File: src/nds_pkg.sv
// nds_pkg: shared types and constants of the note duration scheduler
// holds the track slot, request and message structs and the message codes
// no dependencies; used by nds_cell, nds_head and the top level
package nds_pkg;

   // message kind codes
   localparam logic KIND_NOTE_ON  = 1'b0;
   localparam logic KIND_NOTE_OFF = 1'b1;

   // request action codes
   localparam logic ACT_PLAY = 1'b0;
   localparam logic ACT_TICK = 1'b1;

   // at most this many note-offs per tick
   localparam int MAX_RESULTS = 8;
   localparam int RELEASE_W   = $clog2(MAX_RESULTS + 1);

   // one track slot as it travels along the ring
   typedef struct packed {
      logic        active;
      logic [15:0] deadline;
      logic [6:0]  note;
      logic [3:0]  channel;
   } slot_type;

   // captured request beat, with the deadline already formed
   typedef struct packed {
      logic        action;
      logic [15:0] now_ms;
      logic [2:0]  track;
      logic [3:0]  channel;
      logic [6:0]  note;
      logic [6:0]  velocity;
      logic [15:0] deadline;
      logic        track_ok;
   } req_type;

   // one outgoing message
   typedef struct packed {
      logic       kind;
      logic [3:0] channel;
      logic [6:0] note;
      logic [6:0] velocity;
      logic [2:0] track;
   } msg_type;

   // per-cycle event from the head of the ring
   typedef struct packed {
      logic    valid;
      msg_type msg;
   } event_type;

endpackage

File: src/nds_cell.sv
// nds_cell: one storage cell of the slot ring
// holds one track slot and loads its neighbor's slot on every shift
// depends on nds_pkg for slot_type
module nds_cell (
   input  logic              clock,
   input  logic              reset,
   input  logic              shift_en,
   input  nds_pkg::slot_type slot_in,
   output nds_pkg::slot_type slot_out
);

   logic              active_ff;
   nds_pkg::slot_type payload_ff;

   // active flag is control state and clears on reset
   always_ff @(posedge clock) begin
      if (reset) begin
         active_ff <= 1'b0;
      end else if (shift_en) begin
         active_ff <= slot_in.active;
      end
   end

   // deadline, note and channel are payload
   always_ff @(posedge clock) begin
      if (shift_en) begin
         payload_ff <= slot_in;
      end
   end

   always_comb begin
      slot_out        = payload_ff;
      slot_out.active = active_ff;
   end

endmodule

File: src/nds_head.sv
// nds_head: update logic at the head of the slot ring
// decides expiry or replacement for the slot passing by and forms its message
// depends on nds_pkg for slot, request and event types
module nds_head #(
   parameter int TRACK_W = 3
) (
   input  nds_pkg::slot_type  head_slot,
   input  logic [TRACK_W-1:0] step,
   input  nds_pkg::req_type   req,
   input  logic               release_full,
   output nds_pkg::slot_type  slot_next,
   output nds_pkg::event_type head_event
);

   logic [15:0] diff;
   logic        expired;
   logic        match;

   // signed 16-bit distance to the deadline
   assign diff    = req.now_ms - head_slot.deadline;
   assign expired = ~diff[15];
   assign match   = req.track_ok && (6'(req.track) == 6'(step));

   always_comb begin
      slot_next                 = head_slot;
      head_event.valid          = 1'b0;
      head_event.msg.kind       = nds_pkg::KIND_NOTE_OFF;
      head_event.msg.channel    = head_slot.channel;
      head_event.msg.note       = head_slot.note;
      head_event.msg.velocity   = 7'd0;
      head_event.msg.track      = 3'(step);
      if (req.action == nds_pkg::ACT_TICK) begin
         // release an expired note while the per-tick budget lasts
         if (head_slot.active && expired && !release_full) begin
            head_event.valid = 1'b1;
            slot_next.active = 1'b0;
         end
      end else if (match) begin
         // release the old note, then arm the slot with the new one
         head_event.valid   = head_slot.active;
         slot_next.active   = 1'b1;
         slot_next.deadline = req.deadline;
         slot_next.note     = req.note;
         slot_next.channel  = req.channel;
      end
   end

endmodule

File: src/note_duration_scheduler_unit.sv
// note_duration_scheduler_unit: top level of the note duration scheduler
// a ring of nds_cell slots rotated past one nds_head update unit
// depends on nds_pkg, nds_cell and nds_head
//
// Usage:
//   A request beat (req_*) is taken on a rising edge with start high and busy
//   low. req_action play stores a note on track req_track_index and gives an
//   optional note-off for the old note followed by a note-on; tick gives a
//   note-off for every expired slot in track order, at most eight per tick.
//   Messages leave on the rsp_* ports, each for one cycle under rsp_valid;
//   rsp_last_result marks the final message of a request. The receiver has
//   no way to hold messages off, and none is needed.
//   During busy the slot ring rotates once past the head unit, one track
//   per cycle, then the note-on is inserted and the last message is handed
//   over. A message is held until the next message is formed and leaves in
//   the cycle after that; the last one is on the ports in the first cycle
//   after busy falls. Messages of one request can come in consecutive
//   cycles or with gaps. A new beat is taken only once busy is low again,
//   so the block does not take a new request before it is through with the
//   last one.
//   Synchronous reset clears all active flags and returns to idle; no slot
//   contents need clearing.
module note_duration_scheduler_unit #(
   parameter int TRACK_COUNT = 8
) (
   input  logic        clock,
   input  logic        reset,
   input  logic        start,
   output logic        busy,
   input  logic        req_action,
   input  logic [15:0] req_now_ms,
   input  logic [2:0]  req_track_index,
   input  logic [3:0]  req_channel,
   input  logic [6:0]  req_note_number,
   input  logic [6:0]  req_velocity,
   input  logic [14:0] req_length_ms,
   output logic        rsp_valid,
   output logic        rsp_message_kind,
   output logic [3:0]  rsp_out_channel,
   output logic [6:0]  rsp_out_note,
   output logic [6:0]  rsp_out_velocity,
   output logic [2:0]  rsp_out_track,
   output logic        rsp_last_result
);

   localparam int TRACK_W = (TRACK_COUNT > 1) ? $clog2(TRACK_COUNT) : 1;
   localparam logic [TRACK_W-1:0] LAST_STEP = TRACK_W'(TRACK_COUNT - 1);

   typedef enum logic [3:0] {
      ST_IDLE   = 4'b0001,
      ST_SCAN   = 4'b0010,
      ST_INJECT = 4'b0100,
      ST_FLUSH  = 4'b1000
   } state_type;

   state_type                   state_ff, state_in;
   logic [TRACK_W-1:0]          step_ff, step_in;
   logic [nds_pkg::RELEASE_W-1:0] release_ff, release_in;
   nds_pkg::req_type            req_ff, req_in;
   logic                        pend_valid_ff, pend_valid_in;
   nds_pkg::msg_type            pend_ff, pend_in;
   logic                        out_valid_ff, out_valid_in;
   nds_pkg::msg_type            out_msg_ff, out_msg_in;
   logic                        out_last_ff, out_last_in;

   logic                        shift_en;
   nds_pkg::slot_type           cell_q [TRACK_COUNT];
   nds_pkg::slot_type           head_next;
   nds_pkg::event_type          head_event;
   nds_pkg::event_type          cur_event;
   logic                        release_full;

   // ring of slot cells, cell 0 is the head, the updated head reenters at the tail
   assign shift_en = (state_ff == ST_SCAN);

   for (genvar i = 0; i < TRACK_COUNT; i++) begin : g_cell
      nds_pkg::slot_type cell_in;
      if (i == TRACK_COUNT - 1) begin : g_tail
         assign cell_in = head_next;
      end else begin : g_mid
         assign cell_in = cell_q[i + 1];
      end
      nds_cell u_cell (
         .clock    (clock),
         .reset    (reset),
         .shift_en (shift_en),
         .slot_in  (cell_in),
         .slot_out (cell_q[i])
      );
   end

   // head update unit
   assign release_full = (release_ff == nds_pkg::RELEASE_W'(nds_pkg::MAX_RESULTS));

   nds_head #(
      .TRACK_W (TRACK_W)
   ) u_head (
      .head_slot    (cell_q[0]),
      .step         (step_ff),
      .req          (req_ff),
      .release_full (release_full),
      .slot_next    (head_next),
      .head_event   (head_event)
   );

   // event source of this cycle: head during the scan, note-on afterwards
   always_comb begin
      cur_event              = head_event;
      cur_event.valid        = 1'b0;
      if (state_ff == ST_SCAN) begin
         cur_event.valid = head_event.valid;
      end else if (state_ff == ST_INJECT) begin
         cur_event.valid        = (req_ff.action == nds_pkg::ACT_PLAY) && req_ff.track_ok;
         cur_event.msg.kind     = nds_pkg::KIND_NOTE_ON;
         cur_event.msg.channel  = req_ff.channel;
         cur_event.msg.note     = req_ff.note;
         cur_event.msg.velocity = req_ff.velocity;
         cur_event.msg.track    = req_ff.track;
      end
   end

   // sequencer, pending message and output beat
   always_comb begin
      state_in      = state_ff;
      step_in       = step_ff;
      release_in    = release_ff;
      req_in        = req_ff;
      pend_valid_in = pend_valid_ff;
      pend_in       = pend_ff;
      out_valid_in  = 1'b0;
      out_msg_in    = pend_ff;
      out_last_in   = 1'b0;

      // a new event pushes the held message out as a non-final beat
      if (cur_event.valid) begin
         out_valid_in  = pend_valid_ff;
         pend_valid_in = 1'b1;
         pend_in       = cur_event.msg;
      end

      unique case (state_ff)
         ST_IDLE: begin
            if (start) begin
               req_in.action   = req_action;
               req_in.now_ms   = req_now_ms;
               req_in.track    = req_track_index;
               req_in.channel  = req_channel;
               req_in.note     = req_note_number;
               req_in.velocity = req_velocity;
               req_in.deadline = req_now_ms + {1'b0, req_length_ms};
               req_in.track_ok = (32'(req_track_index) < 32'(TRACK_COUNT));
               step_in         = '0;
               release_in      = '0;
               pend_valid_in   = 1'b0;
               state_in        = ST_SCAN;
            end
         end
         ST_SCAN: begin
            if (head_event.valid && (req_ff.action == nds_pkg::ACT_TICK)) begin
               release_in = release_ff + 1'b1;
            end
            step_in = step_ff + 1'b1;
            if (step_ff == LAST_STEP) begin
               state_in = ST_INJECT;
            end
         end
         ST_INJECT: begin
            state_in = ST_FLUSH;
         end
         ST_FLUSH: begin
            // the held message is the last one of this request
            out_valid_in  = pend_valid_ff;
            out_last_in   = 1'b1;
            pend_valid_in = 1'b0;
            state_in      = ST_IDLE;
         end
         default: begin
            state_in = ST_IDLE;
         end
      endcase
   end

   // control registers
   always_ff @(posedge clock) begin
      if (reset) begin
         state_ff      <= ST_IDLE;
         pend_valid_ff <= 1'b0;
         out_valid_ff  <= 1'b0;
      end else begin
         state_ff      <= state_in;
         pend_valid_ff <= pend_valid_in;
         out_valid_ff  <= out_valid_in;
      end
   end

   // payload registers
   always_ff @(posedge clock) begin
      step_ff     <= step_in;
      release_ff  <= release_in;
      req_ff      <= req_in;
      pend_ff     <= pend_in;
      out_msg_ff  <= out_msg_in;
      out_last_ff <= out_last_in;
   end

   // ports
   assign busy             = (state_ff != ST_IDLE);
   assign rsp_valid        = out_valid_ff;
   assign rsp_message_kind = out_msg_ff.kind;
   assign rsp_out_channel  = out_msg_ff.channel;
   assign rsp_out_note     = out_msg_ff.note;
   assign rsp_out_velocity = out_msg_ff.velocity;
   assign rsp_out_track    = out_msg_ff.track;
   assign rsp_last_result  = out_last_ff;

endmodule

File: config.mk
export PLATFORM = sky130hd
export DESIGN_NAME = note_duration_scheduler_unit
export DESIGN_NICKNAME = d
export VERILOG_FILES = /design/src/nds_pkg.sv /design/src/nds_cell.sv /design/src/nds_head.sv /design/src/note_duration_scheduler_unit.sv
export SDC_FILE = /design/constraint.sdc
export NUM_CORES = 1
export LEC_CHECK = 0
export BUFFER_PORTS_ARGS = -buffer_cell sky130_fd_sc_hd__buf_2
export CAP_MARGIN = 10
export CORE_MARGIN = 2
export CORE_UTILIZATION = 54
export DETAILED_ROUTE_END_ITERATION = 10
export GPL_TIMING_DRIVEN = 0
export HOLD_SLACK_MARGIN = 0.03
export PLACE_DENSITY = 0.85
export REMOVE_ABC_BUFFERS = 1
export SYNTH_ARGS = -nofsm -noshare
export SYNTH_HDL_FRONTEND = slang
export SYNTH_SLANG_ARGS = --single-unit
File: constraint.sdc
create_clock -name clock -period 4.1 [get_ports clock]
set_input_delay 0.205 -clock clock [delete_from_list [all_inputs] [get_ports clock]]
set_output_delay 0.205 -clock clock [all_outputs]
set_load 0.03 [all_outputs]
# == Word level (Yosys, flattened, before mapping) ==
# Cells that the tools add are included.
# totals
output_inout_bits,25
word_cells,107
in_bits,56
reg_bits,336
# op_classes
muxes,24
n_addsub,4
eq_ne,11
n_bitwise,3
n_reduce_logical,10
# ops
operator,n
two-way mux 28 bit,1
two-way mux 27 bit,1
two-way mux 23 bit,1
two-way mux 21 bit,1
adder 16 x 15 -> 16 bit,1
two-way mux 4 bit,4
subtractor 16 bit,1
case mux 4 bit (3 select lines),1
two-way mux 1 bit,11
"equality test 4 bit, second input constant",2
case mux 4 bit (2 select lines),1
"inequality test 2 bit, second input constant",3
case mux 3 bit (2 select lines),1
AND reduction 2 bit,3
"adder 4 x 1 -> 4 bit, second input constant",1
"equality test 4 x 1 -> 1 bit, second input constant",1
"equality test 4 x 2 -> 1 bit, second input constant",1
"equality test 4 x 3 -> 1 bit, second input constant",1
"inequality test 4 x 1 -> 1 bit, second input constant",1
"adder 3 x 1 -> 3 bit, second input constant",1
equality test 3 bit,1
"equality test 3 bit, second input constant",1
logical AND 1 bit,3
two-way mux 3 bit,1
6 further kinds,8

# == Longest topological paths before layout ==
# Gate-level depths: netlist of the first run.
# logic_depth
depth_word,10
ltp_mapped,9

# == Cells and area by module ==
# Synthesis of the first run repeated with hierarchy kept, for this count alone.
# unflattened
cells_unflattened,632
area_unflattened_um2,12102.9
# modules_own_cells
module,area_per_inst_um2,instances,cells_per_inst
nds_cell,852.1,8,31
note_duration_scheduler_unit,4304.1,1,265
nds_head,982.2,1,119

# == Worst setup path before layout of the first run ==
# No wires, ideal clock.
# synth_timing
path_type,register -> register
start,reg state_ff[3]
end,"reg g_cell[0].u_cell.payload_ff, in the netlist g_cell[0].u_cell.slot_out[0], enable pin"
path_stages_with_launch,5
setup_slack_ps,11
arrival_ps,3606
synth_period_minus_slack_ps,4089
t_required_ps,3617
path_cell_list,dfxtp_1 or4b_1 buf_6 clkinv_4 buf_2
# synth_via
elab_chain_len,1
# synth_lines
element,line,text
start: declaration,note_duration_scheduler_unit.sv:56,"state_type state_ff, state_in;"
start signal: assignment,note_duration_scheduler_unit.sv:190,state_ff <= state_in;
equality test 4 x 2 -> 1 bit,note_duration_scheduler_unit.sv:74,assign shift_en = (state_ff == ST_SCAN);
end signal: assignment,nds_cell.sv:27,payload_ff <= slot_in;
end: declaration,nds_cell.sv:13,nds_pkg::slot_type payload_ff;
# No other way between the ends.
# A chain may end at the register's enable or synchronous reset.

==> results of run 1 <==
==> cell usage in the layout, fill, tap and decap left out, drive strengths merged, types with 2 or more instances in the layout <==
master       netlist  final
xor2              10     10
nor4b              3      3
nand2b             7      7
o31ai              3      3
clkinv             1     13
buf                5     86
nor3               4      4
o211ai             5      5
bufinv             0      3
or3                3      3
nand3b             2      2
edfxtp           299    299
a21o               7      7
dfxtp             37     37
mux2              27     27
o21a               3      3
clkbuf             5     45
nand2             46     46
o21ai             28     28
inv               27     27
a21oi             30     30
nand4              3      3
nand3              6      6
dlygate4sd3        0     41
xnor2              9      9
and2              10     10
nor2              12     12
ha                33     33
==> registers in the layout (all words and copies together) (netlist names) <==
register and count:
rsp_out_track 3, state_ff 4, rsp_out_velocity 7, pend_valid_ff 1, rsp_out_channel 4, out_msg_in 22, rsp_message_kind 1, rsp_last_result 1
rsp_valid 1, req_ff 54, g_cell.u_cell.slot_out 216, step_ff 3, release_ff 4, g_cell.u_cell.active_ff 8, rsp_out_note 7
==> how the worst max path moves through the flow <==
stage,endpoint,slack [ns],from
after detailed placement,out_msg_in[18],0.51,state_ff[3]
after global placement,out_msg_in[18],-0.79,g_cell[0].u_cell.slot_out[13]
after floorplan,out_msg_in[0],0.41,state_ff[3]
final,out_msg_in[20],0.64,state_ff[1]
after CTS,out_msg_in[20],0.51,state_ff[3]
after global routing,out_msg_in[20],0.32,state_ff[1]
==> metrics by stage <==
| step | utilization (%) | setup slack, ns | setup TNS [ns] | total power, mW |
|---|---|---|---|---|
| floorplan | - | 0.412 | 0 | 4.16 |
| global placement | 57.7 | -0.794 | -20.63 | 4.26 |
| detailed placement | 58.3 | 0.513 | 0 | 4.29 |
| CTS | 65.5 | 0.511 | 0 | 7.43 |
| global route | 65.6 | 0.316 | 0 | 7.61 |
| finish | 65.6 | 0.638 | 0 | 7.37 |
==> cell type report <==
class	instances	area, µm²	area share, %
tap	280	350	2.47
timing repair buffer	127	918	6.47
inverter	28	118	0.829
multi-input combinational	265	1930	13.6
sequential	336	9720	68.5
clock buffer	45	997	7.03
clock inverter	16	154	1.08
==> power breakdown <==
group,total (mW),internal [mW],switching (mW)
Clock,3.11,1.90,1.21
Sequential,3.89,3.85,0.0412
Combinational,0.358,0.147,0.210
Total,7.37,5.90,1.46
==> cell families after synthesis <==
logic type / after synthesis / synth area share (%)
flops: 336 / 82.5
simple gates: 103 / 4.39
compound gates: 82 / 4.07
buf+inv: 38 / 1.36
fa+ha+maj: 34 / 3.68
mux: 27 / 2.58
xor+xnor: 19 / 1.41
==> critical path: stages (launching register included) <==
cell and delay [ns]:
dfxtp_1 0.43, or4b_1 0.86, clkinv_8 0.44, buf_16 0.49, a31oi_1 0.20, or2_0 0.30, o31ai_4 0.13, buf_8 0.25
==> layer usage <==
metal | global-route usage, % | vias to the layer above
li1 | - | 2732
met1 | 21.3 | 2757
met2 | 26.3 | 165
met3 | 3.62 | 44
met4 | 7.18 | 0
met5 | 0 | -
==> what timing repair did <==
action	4_1_cts	5_1_grt
hold endpoints to repair	49	0
hold buffers	41	0
endpoints found under the setup margin	0	0
==> impl_metrics.env, run 1 <==
export IMPL_netlist_area_um2=11800
export IMPL_first_iter_violations=365
export IMPL_drt_total_wl_um=18500
export IMPL_wl_met2_um=8670
export IMPL_min_path_type="in -> reg"
export IMPL_coreArea_um2=21600
export IMPL_ys_warnings_count=0
export IMPL_grt_util_all_layers_pct=16.2
export IMPL_place_port_buffers=80
export IMPL_finalClockSkew_ns=0.0176
export IMPL_hpwl_um=10700
export IMPL_start_point_of_the_worst_min_delay_path="req_length_ms[4]"
export IMPL_holdPathEnd="req_ff[5]"
export IMPL_timing_critical_path_fanout_max=158
export IMPL_final_hold_violation_count=0
export IMPL_gp_routability_congestion=0.797
export IMPL_via_per_inst=5.19
export IMPL_critical_path_reg2reg_startpoint="state_ff[1]"
export IMPL_detail_route_wirelength_met1_um=8320
export IMPL_placement_rows=54
export IMPL_die_w_um=152
export IMPL_ff2ff_setup_slack_ns=0.64
export IMPL_setup_viol_count_final=0
export IMPL_netlist_instances=639
export IMPL_slew_headroom_pct=36.1
export IMPL_timing_worst_slew_pin_value_ns=0.952
export IMPL_cts_num_sinks=336
export IMPL_p_per_area_nw_per_um2=519
export IMPL_ant_nets=0
export IMPL_first_global_vias=5787
export IMPL_ir_worst_vdd_mv=0.277
export IMPL_clk_path_buf_depth=3
export IMPL_grt_antenna_before_repair=0
export IMPL_yosys_area_top_type_share_pct=76.2
export IMPL_final_cycle_utilization_of_the_critical_path_pct=84.4
export IMPL_initial_core_util_pct=54.5
export IMPL_design_final_nets=882
export IMPL_worst_r2r_endpoint="out_msg_in[20]"
export IMPL_drt_drc_violations_left=0
export IMPL_outcome="completed"
export IMPL_share_of_post_route_cells_with_drive_strength_above_1_pct=20.7
export IMPL_grt_start_max_net_pins=159
export IMPL_ys_seq_elements=336
export IMPL_grt_pass1_wl_um=28100
export IMPL_first_pass_iters=5
export IMPL_clock_insertion_delay_worst_skew_ns=0.51
export IMPL_postCtsSetupRepairBufs=0
export IMPL_setup_worst_path_class="reg -> reg"
export IMPL_synth_area_per_cell_um2=18.4
export IMPL_cts_htree_levels=2
export IMPL_cts_inserted_buffers=34
export IMPL_io_pins=81
export IMPL_grt_overflow_total=0
export IMPL_critical_path_rt_ns=4.30
export IMPL_critPathLaunchType="register"
export IMPL_die_area_um2=23000
export IMPL_post_synth_most_frequent_cells="edfxtp_1, nand2_1, dfxtp_1"
export IMPL_critPathCaptureType="register"
export IMPL_fillers=1420
export IMPL_clock_tree_from_tritoncts="yes"
export IMPL_drv_max_cap_violation_count=0
export IMPL_root_cell_of_the_clock_tree="clkbuf_16"
export IMPL_vias_post_dr=5698
export IMPL_finalWorstPathRequiredPeriod_ns=3.46
export IMPL_number_of_flops_mapped_to_enable_cells_by_yosys=299
export IMPL_detailed_place_area_um2=12600
export IMPL_rsz0062_at_grt="false"
export IMPL_netlist_top_cell_by_area="edfxtp_1"
export IMPL_placed_cells_incl_taps=994
export IMPL_hold_ws_ns=0.217
export IMPL_synth_main_ff_cell="edfxtp_1"
export IMPL_timing_reg2reg_worst_path_depth=7
export IMPL_leakage_nw=5.02
export IMPL_layout_area_overhead_vs_synth_pct=20.4
export IMPL_maxUsedRoutingLayer="met4"
export IMPL_min_delay_path_depth=3
export IMPL_design_area_um2=14200
export IMPL_clk_transition_reported_paths_ns=0.06
export IMPL_average_wire_per_standard_cell_um=16.9
export IMPL_synth_most_common_cell="edfxtp_1"
export IMPL_antenna_diode_count=0
export IMPL_finalMaxSlewViolations=0
export IMPL_cts_resized_gates=0
export IMPL_sequential_share_of_the_synthesized_area_pct=82.5
export IMPL_synthDistinctLibCells=45
export IMPL_arrival_ns=3.66
export IMPL_final_cell_count_no_fill=1097
export IMPL_synth_async_reset_ratio_pct=0
export IMPL_top_cells_by_area_synth="edfxtp_1, dfxtp_1, ha_1"
export IMPL_met3_length_um=995
export IMPL_achievable_frequency_mhz=289
export IMPL_vertical_extent_of_the_die_um=152
Power figures use the tool's default switching activity.
==> run 2: changes to the inputs <==
ABC_AREA = 1   (was default)
clock period = 3.1 ns   (was 4.1 ns; I/O delays follow)
==> impl_metrics.env, run 2 <==
export IMPL_ys_seq_elements=336
export IMPL_ant_nets=0
export IMPL_final_hold_violation_count=0
export IMPL_first_pass_iters=5
export IMPL_root_cell_of_the_clock_tree="clkbuf_16"
export IMPL_die_w_um=152
export IMPL_critical_path_rt_ns=3.26
export IMPL_synth_most_common_cell="edfxtp_1"
export IMPL_grt_pass1_wl_um=30800
export IMPL_critPathLaunchType="register"
export IMPL_coreArea_um2=21700
export IMPL_share_of_post_route_cells_with_drive_strength_above_1_pct=16.1
export IMPL_clk_path_buf_depth=3
export IMPL_average_wire_per_standard_cell_um=16.0
export IMPL_antenna_diode_count=0
export IMPL_path_buf_inv=2
export IMPL_netlist_top_cell_by_area="edfxtp_1"
export IMPL_critPathCaptureType="register"
export IMPL_io_pins=81
export IMPL_detailed_place_area_um2=12800
export IMPL_slowest_delay_ns=0.72
export IMPL_slew_headroom_pct=35.3
export IMPL_setup_viol_count_final=0
export IMPL_setup_tns_final_ns=0
export IMPL_place_port_buffers=80
export IMPL_timing_worst_slew_pin_value_ns=0.967
export IMPL_most_frequent_standard_cell_in_the_layout_excluding_fill_and_tap_cells="edfxtp_1"
export IMPL_die_area_um2=23100
export IMPL_netlist_instances=738
export IMPL_clk_transition_reported_paths_ns=0.06
export IMPL_ys_warnings_count=0
export IMPL_synthDistinctLibCells=34
export IMPL_via_per_inst=5.04
export IMPL_preCtsSetupSlack_ns=-0.0229
export IMPL_hpwl_um=12000
export IMPL_cts_inserted_buffers=31
export IMPL_first_global_vias=6228
export IMPL_netlist_area_um2=11800
export IMPL_top_library_cells_by_usage_in_the_layout_fill_and_taps_aside="edfxtp_1, nand2_1, buf_2, inv_1, dlygate4sd3_1"
export IMPL_finalClockSkew_ns=0.0128
export IMPL_final_cycle_utilization_of_the_critical_path_pct=91.3
export IMPL_synth_async_reset_ratio_pct=0
export IMPL_cts_num_sinks=336
export IMPL_design_area_um2=14200
export IMPL_ir_worst_vdd_mv=0.376
export IMPL_min_path_type="in -> reg"
export IMPL_cpMaxStageDelayCell="nand2_1"
export IMPL_arrival_ns=2.99
export IMPL_grt_overflow_total=0
export IMPL_placement_rows=54
export IMPL_gp_routability_congestion=0.802
export IMPL_setup_worst_path_class="reg -> reg"
export IMPL_leakage_nw=5.39
export IMPL_synth_area_per_cell_um2=16.0
export IMPL_number_of_flops_mapped_to_enable_cells_by_yosys=299
export IMPL_fin_util_pct=65.7
export IMPL_timing_critical_path_max_delay_family="simple AND/OR/NAND/NOR gates"
export IMPL_initial_core_util_pct=54.5
export IMPL_p_per_area_nw_per_um2=795
export IMPL_fillers=1420
export IMPL_drt_total_wl_um=19100
export IMPL_drt_drc_violations_left=0
export IMPL_design_final_nets=984
export IMPL_vias_post_dr=6040
export IMPL_sequential_share_of_the_synthesized_area_pct=82.2
export IMPL_yosys_area_top_type_share_pct=75.9
export IMPL_vertical_extent_of_the_die_um=152
export IMPL_synth_main_ff_cell="edfxtp_1"
export IMPL_rsz0062_at_grt="false"
export IMPL_cts_htree_levels=1
export IMPL_timing_final_ws_setup_ns=0.271
export IMPL_outcome="completed"
export IMPL_drv_max_cap_violation_count=0
export IMPL_timing_critical_path_fanout_max=22
export IMPL_clock_insertion_delay_worst_skew_ns=0.55
export IMPL_grt_util_all_layers_pct=16.8
export IMPL_path_cells="inv_1, ha_1, nand2_1, inv_1, a21oi_1, nand2_1, nand2_1, nand2_1, nand2_1, nand3_1, nand2_1, nand2_1, nand2_1"
export IMPL_finalMaxSlewViolations=0
export IMPL_achievable_frequency_mhz=353
export IMPL_clock_tree_from_tritoncts="yes"
export IMPL_first_iter_violations=443
export IMPL_finalWorstPathRequiredPeriod_ns=2.83
export IMPL_layout_area_overhead_vs_synth_pct=20.4
export IMPL_grt_antenna_before_repair=0
export IMPL_post_synth_most_frequent_cells="edfxtp_1, nand2_1, inv_1"
export IMPL_worst_path_most_repeated_cell="nand2_1"
export IMPL_postCtsSetupRepairBufs=0
export IMPL_grt_start_max_net_pins=37
export IMPL_top_cells_by_area_synth="edfxtp_1, dfxtp_1, nand2_1"
export IMPL_largest_register_ff_count=216
[run 2: cell types whose count changed after synthesis, moves of 4 or more]
| cell | change |
|---|---|
| o211ai_1 | -4 |
| nor2_1 | +17 |
| and2_1 | -9 |
| mux2_2 | -27 |
| nand2b_1 | -7 |
| inv_1 | +49 |
| o21ai_1 | +25 |
| a21o_1 | -6 |
| nand2_1 | +72 |
| nand3_1 | +8 |
| xnor2_1 | -4 |
| o21ai_0 | -6 |
[run 2: where the power goes]
group          internal (mW)  switching [mW]  total, mW
Sequential              5.87           0.230       6.10
Combinational          0.533            1.06       1.59
Clock                   2.10            1.54       3.63
[run 2: layout make-up]
| type | count | area (µm²) | share of cell area [%] |
|---|---|---|---|
| Clock buffer | 48 | 911 | 6.40 |
| Inverter | 79 | 297 | 2.08 |
| Tap cell | 280 | 350 | 2.46 |
| Sequential cell | 336 | 9720 | 68.3 |
| Clock inverter | 9 | 73.8 | 0.518 |
| Timing Repair Buffer | 135 | 1130 | 7.91 |
| Multi-Input combinational cell | 311 | 1760 | 12.4 |
[run 2: cell families (layout without fill, tap and decap cells)]
logic type      Yosys count  after routing  share of synthesized area [%]
xor+xnor                 17             17                           1.26
fa+ha+maj                34             34                           3.66
flops                   336            336                           82.2
buf+inv                  91            271                           2.95
simple gates            172            172                           5.96
compound gates           88             88                           3.97
[run 2: path summary, 6_finish.rpt]
check | cells after the start | endpoint | startpoint | slack, ns
worst min-delay path | 3 | req_ff[15] | req_length_ms[14] | 0.09
worst max register to register | 13 | out_msg_in[14] | g_cell[0].u_cell.slot_out[17] | 0.27
worst min register to register | 0 | rsp_out_channel[1] | out_msg_in[18] | 0.33
worst max-delay path | 13 | out_msg_in[14] | g_cell[0].u_cell.slot_out[17] | 0.27
[run 2: layer usage]
layer	GRT usage [%]	routed length (µm)	up-vias
met4	4.94	313	0
met2	27.8	9280	173
li1	-	-	2943
met5	0	0	-
met3	2.99	1000	27
met1	23.1	8540	2897
[run 2: worst reg2reg max path: stages (launching register included)]
cell,delay (ns)
edfxtp_1,0.43
inv_1,0.10
ha_1,0.24
nand2_1,0.09
inv_1,0.04
a21oi_1,0.13
nand2_1,0.08
nand2_1,0.11
nand2_1,0.06
nand2_1,0.06
nand3_1,0.16
nand2_1,0.13
nand2_1,0.09
nand2_1,0.72
[run 2: what timing repair did]
action | 4_1_cts | 5_1_grt
hold buffers | 41 | 0
hold endpoints to repair | 53 | 0
setup endpoints to repair | 22 | 0
gates resized for setup | 1 | 0
[run 2: through the flow]
stage,cells,hold slack (ns),power (mW)
2_1_floorplan,726,0.224,7.13
3_3_place_gp,1086,0.324,7.54
3_5_place_dp,1100,0.327,7.73
4_1_cts,1198,0.0680,11.4
5_1_grt,1198,0.102,11.8
6_report,1198,0.0873,11.3
